`src/hw/rtl/mrc_pkg.sv`:
```
`default_nettype none
package mrc_pkg;

    // input opcodes
    localparam logic [1:0] OP_BYTE    = 2'd0;
    localparam logic [1:0] OP_START   = 2'd1;
    localparam logic [1:0] OP_TIMEOUT = 2'd2;

    // final status codes
    localparam logic [2:0] ST_OK        = 3'd0;
    localparam logic [2:0] ST_INVALID   = 3'd1;
    localparam logic [2:0] ST_CRC_ERR   = 3'd2;
    localparam logic [2:0] ST_EXCEPTION = 3'd3;
    localparam logic [2:0] ST_TIMEOUT   = 3'd4;

    // result kinds
    localparam logic KIND_WORD   = 1'b0;
    localparam logic KIND_STATUS = 1'b1;

    // configuration register indexes
    localparam logic [1:0] CFG_EXPECTED_SLAVE = 2'd0;
    localparam logic [1:0] CFG_READ_FUNCTION  = 2'd1;
    localparam logic [1:0] CFG_REGISTER_COUNT = 2'd2;
    localparam logic [1:0] CFG_WRITE_MODE     = 2'd3;

    localparam logic [15:0] CRC_INIT      = 16'hFFFF;
    localparam logic [15:0] CRC_POLY      = 16'hA001;
    localparam logic [7:0]  EXC_FLAG      = 8'h80;
    localparam logic [7:0]  FUNC_WRITE    = 8'h06;
    localparam logic [6:0]  MAX_REGISTERS = 7'd125;

    typedef struct packed {
        logic [7:0] expected_slave;
        logic [6:0] read_function;
        logic [6:0] register_count;
        logic       write_mode;
    } t_cfg;

    typedef struct packed {
        logic       valid;
        logic       kind;
        logic [6:0] reg_index;
        logic [15:0] reg_value;
        logic [2:0] status;
        logic [7:0] exc_byte;
        logic       last;
    } t_result;

    // one byte step of the reflected crc-16
    function automatic logic [15:0] crc_step(input logic [15:0] crc_in, input logic [7:0] b);
        logic [15:0] c;
        c = crc_in ^ {8'h00, b};
        for (int i = 0; i < 8; i++) begin
            if (c[0]) begin
                c = (c >> 1) ^ CRC_POLY;
            end else begin
                c = c >> 1;
            end
        end
        return c;
    endfunction

endpackage
`default_nettype wire

```
`src/hw/rtl/mrc_parser.sv`:
```
`default_nettype none
module mrc_parser (
    input  wire logic            i_clk,
    input  wire logic            i_rst_n,
    input  wire logic            i_step,
    input  wire logic [1:0]      i_op,
    input  wire logic [7:0]      i_byte,
    input  wire mrc_pkg::t_cfg   i_cfg,
    output mrc_pkg::t_result     o_result
);

    localparam logic [2:0] PH_IDLE  = 3'd0;
    localparam logic [2:0] PH_ADDR  = 3'd1;
    localparam logic [2:0] PH_FUNC  = 3'd2;
    localparam logic [2:0] PH_EXC   = 3'd3;
    localparam logic [2:0] PH_COUNT = 3'd4;
    localparam logic [2:0] PH_DATA  = 3'd5;
    localparam logic [2:0] PH_CRCLO = 3'd6;
    localparam logic [2:0] PH_CRCHI = 3'd7;

    logic [2:0]  r_phase,     n_phase;
    logic [15:0] r_crc,       n_crc;
    logic [7:0]  r_byte_pos,  n_byte_pos;
    logic [7:0]  r_high,      n_high;
    logic [7:0]  r_exc,       n_exc;
    logic [7:0]  r_crc_lo,    n_crc_lo;
    logic [6:0]  r_word_idx,  n_word_idx;
    logic        r_exc_reply, n_exc_reply;

    logic [7:0]  func;
    logic [7:0]  data_len;
    logic [15:0] crc_upd;
    logic [7:0]  pos_inc;
    logic [15:0] crc_got;
    mrc_pkg::t_result res;

    assign func     = i_cfg.write_mode ? mrc_pkg::FUNC_WRITE : {1'b0, i_cfg.read_function};
    assign data_len = i_cfg.write_mode ? 8'd4 : {i_cfg.register_count, 1'b0};
    assign crc_upd  = mrc_pkg::crc_step(r_crc, i_byte);
    assign pos_inc  = r_byte_pos + 8'd1;
    assign crc_got  = {i_byte, r_crc_lo};

    // next state and result for one item
    always_comb begin
        n_phase     = r_phase;
        n_crc       = r_crc;
        n_byte_pos  = r_byte_pos;
        n_high      = r_high;
        n_exc       = r_exc;
        n_crc_lo    = r_crc_lo;
        n_word_idx  = r_word_idx;
        n_exc_reply = r_exc_reply;
        res         = '0;

        priority if (i_op == mrc_pkg::OP_START) begin
            n_phase     = PH_ADDR;
            n_crc       = mrc_pkg::CRC_INIT;
            n_byte_pos  = '0;
            n_high      = '0;
            n_exc       = '0;
            n_crc_lo    = '0;
            n_word_idx  = '0;
            n_exc_reply = 1'b0;
        end else if (i_op == mrc_pkg::OP_TIMEOUT) begin
            if (r_phase != PH_IDLE) begin
                res.valid  = 1'b1;
                res.kind   = mrc_pkg::KIND_STATUS;
                res.status = mrc_pkg::ST_TIMEOUT;
                res.last   = 1'b1;
                n_phase    = PH_IDLE;
            end
        end else if (i_op == mrc_pkg::OP_BYTE) begin
            unique case (r_phase)
                PH_IDLE: begin
                end
                PH_ADDR: begin
                    if (i_byte != i_cfg.expected_slave) begin
                        res.valid  = 1'b1;
                        res.kind   = mrc_pkg::KIND_STATUS;
                        res.status = mrc_pkg::ST_INVALID;
                        res.last   = 1'b1;
                        n_phase    = PH_IDLE;
                    end else begin
                        n_crc   = crc_upd;
                        n_phase = PH_FUNC;
                    end
                end
                PH_FUNC: begin
                    n_crc = crc_upd;
                    priority if (i_byte == (func | mrc_pkg::EXC_FLAG)) begin
                        n_exc_reply = 1'b1;
                        n_phase     = PH_EXC;
                    end else if (i_byte != func) begin
                        res.valid  = 1'b1;
                        res.kind   = mrc_pkg::KIND_STATUS;
                        res.status = mrc_pkg::ST_INVALID;
                        res.last   = 1'b1;
                        n_phase    = PH_IDLE;
                    end else if (i_cfg.write_mode) begin
                        n_byte_pos = '0;
                        n_phase    = PH_DATA;
                    end else begin
                        n_phase = PH_COUNT;
                    end
                end
                PH_EXC: begin
                    n_crc   = crc_upd;
                    n_exc   = i_byte;
                    n_phase = PH_CRCLO;
                end
                PH_COUNT: begin
                    if (i_cfg.register_count == 7'd0
                            || i_cfg.register_count > mrc_pkg::MAX_REGISTERS
                            || i_byte != data_len) begin
                        res.valid  = 1'b1;
                        res.kind   = mrc_pkg::KIND_STATUS;
                        res.status = mrc_pkg::ST_INVALID;
                        res.last   = 1'b1;
                        n_phase    = PH_IDLE;
                    end else begin
                        n_crc      = crc_upd;
                        n_byte_pos = '0;
                        n_word_idx = '0;
                        n_phase    = PH_DATA;
                    end
                end
                PH_DATA: begin
                    n_crc      = crc_upd;
                    n_byte_pos = pos_inc;
                    if (!r_byte_pos[0]) begin
                        n_high = i_byte;
                    end else if (!i_cfg.write_mode) begin
                        // low byte completes a register word
                        res.valid     = 1'b1;
                        res.kind      = mrc_pkg::KIND_WORD;
                        res.reg_index = r_word_idx;
                        res.reg_value = {r_high, i_byte};
                        n_word_idx    = r_word_idx + 7'd1;
                    end
                    if (pos_inc >= data_len) begin
                        n_phase = PH_CRCLO;
                    end
                end
                PH_CRCLO: begin
                    n_crc_lo = i_byte;
                    n_phase  = PH_CRCHI;
                end
                PH_CRCHI: begin
                    res.valid = 1'b1;
                    res.kind  = mrc_pkg::KIND_STATUS;
                    res.last  = 1'b1;
                    n_phase   = PH_IDLE;
                    priority if (crc_got != r_crc) begin
                        res.status = mrc_pkg::ST_CRC_ERR;
                    end else if (r_exc_reply) begin
                        res.status   = mrc_pkg::ST_EXCEPTION;
                        res.exc_byte = r_exc;
                    end else begin
                        res.status = mrc_pkg::ST_OK;
                    end
                end
                default: begin
                end
            endcase
        end else begin
            // unused opcode leaves everything as is
        end
    end

    // reply state
    always_ff @(posedge i_clk) begin
        if (!i_rst_n) begin
            r_phase     <= PH_IDLE;
            r_crc       <= mrc_pkg::CRC_INIT;
            r_byte_pos  <= '0;
            r_high      <= '0;
            r_exc       <= '0;
            r_crc_lo    <= '0;
            r_word_idx  <= '0;
            r_exc_reply <= 1'b0;
        end else if (i_step) begin
            r_phase     <= n_phase;
            r_crc       <= n_crc;
            r_byte_pos  <= n_byte_pos;
            r_high      <= n_high;
            r_exc       <= n_exc;
            r_crc_lo    <= n_crc_lo;
            r_word_idx  <= n_word_idx;
            r_exc_reply <= n_exc_reply;
        end
    end

    assign o_result = res;

endmodule
`default_nettype wire

```
`config.mk`:
```
export PLATFORM = sky130hd
export DESIGN_NAME = mrc_parser
export DESIGN_NICKNAME = d
export VERILOG_FILES = /design/src/hw/rtl/mrc_pkg.sv /design/src/hw/rtl/mrc_parser.sv
export SDC_FILE = /design/constraint.sdc
export NUM_CORES = 1
export LEC_CHECK = 0
export BUFFER_PORTS_ARGS = -buffer_cell sky130_fd_sc_hd__buf_2
export CORE_MARGIN = 2
export CORE_UTILIZATION = 60
export CTS_BUF_LIST = sky130_fd_sc_hd__clkbuf_4
export DETAILED_ROUTE_END_ITERATION = 6
export GPL_ROUTABILITY_DRIVEN = 0
export PLACE_DENSITY = 0.86
export SKIP_LAST_GASP = 1
export SYNTH_ARGS = -nofsm -noshare
export SYNTH_HDL_FRONTEND = slang
export SYNTH_SLANG_ARGS = --single-unit
```
`constraint.sdc`:
```
create_clock -name i_clk -period 5.8 [get_ports i_clk]
set_clock_uncertainty 0.2 [all_clocks]
set_input_delay 0.58 -clock i_clk [delete_from_list [all_inputs] [get_ports i_clk]]
set_output_delay 0.58 -clock i_clk [all_outputs]
set_load 0.01 [all_outputs]
```
==> results of run 1 <==
[final timing paths]
path	depth (start not counted)	endpoint
worst max-delay path	5	o_result[20]
worst min-delay path	2	r_exc[6]
worst max register to register	11	r_phase[1]
worst min register to register	2	r_exc[6]
[cell usage after synthesis (all sizes together) (3+ instances only)]
library cell  count
o22ai             5
nand2b           11
mux2i            10
nor3             38
nand2            50
a211oi            3
nand4             5
nor4bb            3
xnor2            41
and2             33
nor2b            12
nor3b             3
a21oi            32
nor2             42
dfxtp            59
or2               4
nand3            34
ha               13
xor2             16
buf              12
a31oi             5
or3               3
inv              10
and3              4
o21a              5
o21ai            33
nor4              5
clkbuf           21
[power by group]
group	total (mW)	internal [mW]	switching, mW
sequential	0.409	0.407	0.00277
combinational	0.138	0.0526	0.0854
clock	0.311	0.134	0.177
[area by class of cell]
class,count,area [um^2]
Inverter,10,37.5
Clock inverter,7,76.3
Fill cell,572,2080
Tap cell,96,120
Clock buffer,9,67.6
Timing Repair Buffer,74,375
Sequential cell,59,1180
Multi-Input combinational cell,442,2890
[state kept, by name, summed over array words and instances (netlist names)]
name         flops
r_high           8
r_crc_lo         8
r_exc            8
r_byte_pos       8
r_exc_reply      1
r_crc           16
r_phase          3
r_word_idx       7
[critical path, cell delays in order, from the launching register on]
cell	delay, ns
dfxtp_1	0.82
nor2b_1	0.35
nand4b_1	0.42
nor2_1	1.01
and2_1	0.24
buf_2	0.13
[per-layer routing]
| metal | up-vias | part of all wire, % | global-route usage, % |
|---|---|---|---|
| met4 | 0 | 3.4 | 15.3 |
| li1 | 2016 | - | - |
| met1 | 1964 | 40 | 38.2 |
| met3 | 43 | 8.2 | 6.81 |
| met5 | - | 0 | 0 |
| met2 | 212 | 48 | 52.6 |
[stage by stage]
step	worst slack, ns	hold WS (ns)	area (um^2)	instances
2_1_floorplan	2.74	0.243	4260	544
3_3_place_gp	2.33	0.250	4600	681
3_5_place_dp	2.18	0.256	4600	681
4_1_cts	1.68	0.273	4750	697
5_1_grt	1.31	0.298	4750	697
6_report	1.60	0.277	4750	697
[kinds of logic after synthesis]
family	count (synthesis)	synth area share [%]
XOR/XNOR	59	12.8
AO/OA/AOI/OAI	104	16.4
multiplexers	10	2.35
flip-flops	59	27.7
buffers and inverters	43	4.46
AND/OR/NAND/NOR	256	32.5
adder cells (fa/ha/maj)	13	3.82
==> impl_metrics.env, run 1 <==
export IMPL_cts_tree="done"
export IMPL_cts_root_buf="clkbuf_4"
export IMPL_final_common_cell="buf_2"
export IMPL_cp_startpoint="r_phase[2]"
export IMPL_hold_violations=0
export IMPL_arrival_ns=3.42
export IMPL_grt_pass1_vias=4008
export IMPL_grt_max_degree=33
export IMPL_yosysTopAreaCell="dfxtp_1"
export IMPL_worstReg2RegStart="r_byte_pos[0]"
export IMPL_design_core_area_um2=6830
export IMPL_mostFrequentLayoutCells="buf_2 (72), dfxtp_1 (59), nand2_1 (50)"
export IMPL_relSlewSlack_pct=23.4
export IMPL_rows=30
export IMPL_clock_latency_ns=0.43
export IMPL_cp_start_kind="flop"
export IMPL_port_buffers=72
export IMPL_synth_cells=544
export IMPL_pin_count=73
export IMPL_holdCritStartpoint="r_exc[6]"
export IMPL_max_clock_path_buffers=2
export IMPL_power_leakage_nw=1.82
export IMPL_worstSetupEndpointType="output pin"
export IMPL_grt_use_total_pct=31.4
export IMPL_power_total_mw=0.858
export IMPL_synthesis_nets=593
export IMPL_die_x_um=88.3
export IMPL_path_max_fanout=23
export IMPL_synth_edf_count=0
export IMPL_htree_levels=3
export IMPL_grt_pass1_wl_mm=18.9
export IMPL_netlist_area_um2=4260
export IMPL_path_clk_slew_ns=0.11
export IMPL_ant_nets=0
export IMPL_antenna_found_initial=0
export IMPL_vdd_ir_drop_max_v=0.000157
export IMPL_n_antenna_cell=0
export IMPL_drv_slew=0
export IMPL_vias_per_cell=6.08
export IMPL_die_area_um2=7790
export IMPL_cts_repair_resized=0
export IMPL_timing_setup_tns_ns=0
export IMPL_finalSetupViolations=0
export IMPL_worstMarginPinSlew_ns=1.14
export IMPL_post_cts_buffers=0
export IMPL_die_height_um=88.3
export IMPL_dr_pass1_iters=5
export IMPL_power_density_nw_per_um2=181
export IMPL_fin_crit_ns=4.20
export IMPL_grt_ovfl_total=0
export IMPL_start_util_pct=62.4
export IMPL_drtIter0Drc=417
export IMPL_totalWireLength_mm=11.5
export IMPL_synth_seq_cells=59
export IMPL_hold_class="flop to flop"
export IMPL_drc=0
export IMPL_routedWlPerCell_um=16.5
export IMPL_status="completed"
export IMPL_nNetsFinal=645
export IMPL_ys_top_cells_by_area="dfxtp_1 (28%), xnor2_1 (8.4%), and2_1 (4.8%), nand2_1 (4.4%), nand3_1 (3.9%)"
export IMPL_ff2ff_setup_slack_ns=2.81
export IMPL_yosysSeqAreaShare_pct=27.7
export IMPL_fin_crit_sh_pct=72.4
export IMPL_critPathKind="flop to output pin"
export IMPL_synth_cell_types=63
export IMPL_rsz0062_at_grt="false"
export IMPL_fin_util_pct=69.5
export IMPL_syn_avg_cell_area_um2=7.83
export IMPL_drv_cap=0
export IMPL_ys_async_sr_fraction_pct=0
export IMPL_syn_to_final_growth_pct=11.4
export IMPL_synth_ff_type="dfxtp_1"
export IMPL_max_freq_ghz=0.238
export IMPL_yosys_warnings=0
export IMPL_cts_hold_buf=0
export IMPL_hpwlAfterDp_mm=8.51
export IMPL_drive_gt1_share_pct=19.1
export IMPL_yosysTopAreaCellShare_pct=27.7
export IMPL_crit_required_ns=5.02
export IMPL_vias=4235
export IMPL_cts_sinks=59
export IMPL_cts_inserted_buffers=9
No activity file was read; power rests on OpenSTA's default activity.
==> run 2, diff against run 1 <==
CORE_UTILIZATION = 59   (was 60)
PLACE_DENSITY = 0.85   (was 0.86)
clock period = 4.2 ns   (was 5.8 ns; I/O delays follow)
==> run 2 against run 1 <==
Against the previous run: sequential cell count is the same; register-to-register slack worse by 1.6 ns; power increased by 30%; wire length fell by 4.0%; design area down 0.34%; cell count rose by 0.14%; die area grew 1.6%; global-route usage fell by 2.3 points; count of clock-buffer cells in the layout unchanged.
==> impl_metrics.env, run 2 (synthesis results as in run 1) <==
export IMPL_hpwlAfterDp_mm=7.90
export IMPL_largest_register_ffs=16
export IMPL_mostFrequentLayoutCells="buf_2 (72), dfxtp_1 (59), nand2_1 (50)"
export IMPL_grt_ovfl_total=0
export IMPL_path_max_fanout=23
export IMPL_drtIter0Drc=261
export IMPL_finalSetupViolations=0
export IMPL_status="completed"
export IMPL_cts_hold_buf=0
export IMPL_max_freq_ghz=0.291
export IMPL_max_clock_path_buffers=2
export IMPL_ff2ff_setup_slack_ns=1.19
export IMPL_worstReg2RegStart="r_byte_pos[0]"
export IMPL_drv_cap=0
export IMPL_routedWlPerCell_um=15.9
export IMPL_clock_latency_ns=0.42
export IMPL_drv_slew=0
export IMPL_timing_hold_ws_ns=0.268
export IMPL_cp_startpoint="r_phase[2]"
export IMPL_rsz0062_at_grt="false"
export IMPL_drc=0
export IMPL_final_common_cell="buf_2"
export IMPL_htree_levels=3
export IMPL_cts_tree="done"
export IMPL_timing_setup_tns_ns=0
export IMPL_antenna_found_initial=0
export IMPL_dp_cells=682
export IMPL_port_buffers=72
export IMPL_n_antenna_cell=0
export IMPL_arrival_ns=2.82
export IMPL_pin_count=73
export IMPL_relSlewSlack_pct=29.2
export IMPL_drive_gt1_share_pct=19.3
export IMPL_cts_sinks=59
export IMPL_hold_class="flop to flop"
export IMPL_rr_worst_depth=9
export IMPL_worstReg2RegEnd="r_phase[1]"
export IMPL_start_util_pct=61.7
export IMPL_fin_crit_ns=3.44
export IMPL_cts_inserted_buffers=9
export IMPL_vdd_ir_drop_max_v=0.000146
export IMPL_crit_path_end="o_result[15]"
export IMPL_die_x_um=89.0
export IMPL_totalWireLength_mm=11.1
export IMPL_vias_per_cell=6.08
export IMPL_worst_slack_ns=0.764
export IMPL_largest_register="r_crc"
export IMPL_post_cts_buffers=0
export IMPL_rows=30
export IMPL_worstSetupEndpointType="output pin"
export IMPL_place_ws_ns=1.09
export IMPL_syn_to_final_growth_pct=11.0
export IMPL_grt_use_total_pct=29.1
export IMPL_fillers=603
export IMPL_vias=4241
export IMPL_ant_nets=0
export IMPL_critPathKind="flop to output pin"
export IMPL_cp_start_kind="flop"
export IMPL_crit_required_ns=3.58
export IMPL_path_clk_slew_ns=0.12
export IMPL_fin_util_pct=68.5
export IMPL_dr_pass1_iters=5
export IMPL_fin_crit_sh_pct=81.8
export IMPL_cts_root_buf="clkbuf_4"
export IMPL_die_height_um=89.0
export IMPL_power_density_nw_per_um2=236
export IMPL_cts_repair_resized=0
export IMPL_die_area_um2=7920
export IMPL_finalNonFillerCells=698
export IMPL_hold_violations=0
export IMPL_nNetsFinal=646
export IMPL_grt_pass1_wl_mm=18.1
export IMPL_grt_max_degree=38
export IMPL_grt_pass1_vias=3937
export IMPL_design_core_area_um2=6910
export IMPL_worstMarginPinSlew_ns=1.05
export IMPL_power_leakage_nw=1.80
-- run 2: worst min-delay path by stage --
stage                        start         to  depth (start not counted)
after floorplan           r_exc[0]   r_exc[0]                          2
after global placement    r_exc[0]   r_exc[0]                          2
after detailed placement  r_exc[2]   r_exc[2]                          2
after CTS                  i_rst_n  r_crc[11]                          2
after global routing      r_exc[2]   r_exc[2]                          2
final                     r_exc[2]   r_exc[2]                          2
-- run 2: area by class of cell --
type	count	area (um^2)	area share [%]
multi-input combinational	442	2890	61.1
timing repair buffer	75	383	8.09
tap	96	120	2.54
inverter	10	37.5	0.793
sequential	59	1180	25.0
clock inverter	7	52.6	1.11
clock buffer	9	67.6	1.43
-- run 2: worst max-delay path, stage by stage, from the launching register on --
cell and delay [ns]:
dfxtp_1 0.81, nor2b_1 0.32, nand4b_1 0.48, nor2_1 0.24, buf_4 0.25, and2_1 0.17, buf_2 0.13
-- run 2: routing by layer --
layer	track usage (%)	part of all wire [%]	up-vias
met4	8.28	1.9	0
met2	51.8	47	213
met5	0	0	-
li1	-	-	2023
met3	5.17	9.0	20
met1	36.1	42	1985
-- run 2: stage by stage --
stage	area, um^2	total power [mW]
2_1_floorplan	4260	0.711
3_3_place_gp	4610	0.757
3_5_place_dp	4610	0.762
4_1_cts	4730	1.12
5_1_grt	4730	1.15
6_report	4730	1.12
-- run 2: power by group --
group	internal (mW)	switching, mW
Combinational	0.0724	0.115
Sequential	0.562	0.00361
Clock	0.122	0.242
==> run 3, diff against run 2 <==
CORE_UTILIZATION = 53   (was 59)
PLACE_DENSITY = 0.81   (was 0.85)
clock period = 3.14 ns   (was 4.2 ns; I/O delays follow)
==> run 3 against run 2 <==
Against the previous run: register-to-register slack lost 0.94 ns; design area grew 2.0%; critical endpoint is now o_result[36]; critical path type unchanged; non-clock buffer count rose by 9; largest power group unchanged; global-route usage shrank 1.5 points; combinational power rose by 39%; sequential share of layout area decreased by 0.50 points; sequential power up 34%.
==> impl_metrics.env, run 3 (synthesis results as in run 1) <==
export IMPL_largest_register="r_crc"
export IMPL_cts_sinks=59
export IMPL_status="completed"
export IMPL_max_freq_ghz=0.342
export IMPL_vias=4289
export IMPL_worstReg2RegEnd="r_phase[1]"
export IMPL_largest_register_ffs=16
export IMPL_power_density_nw_per_um2=324
export IMPL_dr_pass1_iters=6
export IMPL_hold_violations=0
export IMPL_internal_power_mw=1.09
export IMPL_ant_nets=0
export IMPL_clockPowerShare_pct=35.2
export IMPL_design_core_area_um2=7770
export IMPL_pin_count=73
export IMPL_port_buffers=72
export IMPL_cp_start_kind="flop"
export IMPL_mostFrequentLayoutCells="buf_2 (72), dfxtp_1 (59), nand2_1 (50)"
export IMPL_path_max_fanout=12
export IMPL_sequentialPowerShare_pct=48.3
export IMPL_rows=32
export IMPL_critPathKind="flop to output pin"
export IMPL_grt_max_degree=32
export IMPL_p_sw_mw=0.476
export IMPL_cts_tree="done"
export IMPL_worstReg2RegStart="r_byte_pos[0]"
export IMPL_cp_startpoint="r_phase[0]"
export IMPL_start_util_pct=54.9
export IMPL_finalSetupViolations=0
export IMPL_drv_cap=0
export IMPL_crit_required_ns=2.63
export IMPL_grt_pass1_wl_mm=19.2
export IMPL_drc=0
export IMPL_htree_levels=3
export IMPL_drive_gt1_share_pct=20.3
export IMPL_fin_crit_sh_pct=93.2
export IMPL_drtIter0Drc=397
export IMPL_antenna_found_initial=1
export IMPL_rr_worst_depth=11
export IMPL_grt_use_total_pct=27.6
export IMPL_cts_hold_buf=0
export IMPL_die_area_um2=8770
export IMPL_nNetsFinal=655
export IMPL_power_leakage_nw=1.86
export IMPL_grt_ovfl_total=0
export IMPL_vdd_ir_drop_max_v=0.000299
export IMPL_die_x_um=93.7
export IMPL_fin_crit_ns=2.93
export IMPL_crit_path_end="o_result[36]"
export IMPL_post_cts_buffers=0
export IMPL_hold_class="input pin to flop"
export IMPL_worstMarginPinSlew_ns=1.13
export IMPL_totalWireLength_mm=11.7
export IMPL_path_clk_slew_ns=0.12
export IMPL_grt_pass1_vias=3983
export IMPL_p_comb_share_pct=16.5
export IMPL_cts_inserted_buffers=9
export IMPL_timing_setup_tns_ns=0
export IMPL_final_common_cell="buf_2"
export IMPL_worstSetupEndpointType="output pin"
export IMPL_ff2ff_setup_slack_ns=0.25
export IMPL_arrival_ns=2.41
export IMPL_routedWlPerCell_um=16.3
export IMPL_syn_to_final_growth_pct=13.3
export IMPL_rsz0062_at_grt="false"
export IMPL_relSlewSlack_pct=23.6
export IMPL_fillers=682
export IMPL_vias_per_cell=6.01
export IMPL_sw_frac_of_total_pct=30.4
export IMPL_hpwlAfterDp_mm=8.55
export IMPL_die_height_um=93.7
export IMPL_cts_root_buf="clkbuf_4"
export IMPL_max_clock_path_buffers=2
export IMPL_clock_latency_ns=0.43
export IMPL_fin_util_pct=62.2
export IMPL_drv_slew=0
==> run 3: cell count changes in the layout (fill, tap and decap cells not counted), sizes merged <==
cell,change
buf,+9
inv,-1
clkinv,+1
bufinv,+1
diode,+1
clkinvlp,-1
==> run 3: power by group through the flow <==
stage	clock, mW	combinational [mW]	sequential [mW]
after floorplan	0	0.182	0.769
after CTS	0.554	0.254	0.755
after global placement	0	0.245	0.772
final	0.550	0.259	0.756
after global routing	0.591	0.279	0.757
after detailed placement	0	0.252	0.773
==> run 3: worst max-delay path: stages, from the launching register on <==
cell and delay [ns]:
dfxtp_1 0.57, or2_2 0.24, nor2_1 0.08, nor3b_1 0.44, nor2_1 0.09, o211ai_1 0.12
and3_1 0.21, or2_1 0.12, buf_2 0.12
==> run 3: worst min path at each step <==
stage	from	endpoint	slack [ns]	depth (start not counted)
after CTS	i_rst_n	r_crc[3]	0.15	3
after detailed placement	r_exc[7]	r_exc[7]	0.26	2
after global routing	i_rst_n	r_crc[2]	0.18	3
after global placement	r_exc[0]	r_exc[0]	0.25	2
after floorplan	r_exc[0]	r_exc[0]	0.24	2
final	i_rst_n	r_crc[5]	0.15	3
==> run 3: timing repair <==
| item | CTS | global route |
|---|---|---|
| setup endpoints to repair | 0 | 10 |
| gates resized for setup | 0 | 1 |
| endpoints found under the hold margin | 0 | 0 |
==> run 3: through the flow <==
stage	power (mW)	instances	instance area (um^2)	setup slack [ns]	hold slack, ns
finish	1.57	714	4830	0.214	0.155
global route	1.63	714	4830	0.0464	0.177
CTS	1.56	713	4820	0.200	0.151
detailed placement	1.02	697	4690	0.270	0.257
global placement	1.02	697	4690	0.339	0.248
floorplan	0.951	544	4260	0.608	0.243
==> run 3: metal layers <==
metal	track usage (%)	wire length (um)	part of all wire, %	up-vias
met5	0	0	0	-
met4	12.9	308	2.6	0
met3	3.61	900	7.7	28
met2	44.2	5440	47	210
met1	37.1	5030	43	2013
li1	-	-	-	2038
==> run 3: cell type report <==
cell class              instances  area (um^2)  share of cell area, %
flip-flops and latches         59         1180                   24.5
diodes                          1         2.50                 0.0518
clock inverters                 7         68.8                   1.43
inverters                      10         37.5                  0.777
multi-input cells             442         2890                   59.9
clock buffers                   9         67.6                   1.40
well taps                     102          128                   2.64
repair buffers                 84          450                   9.33
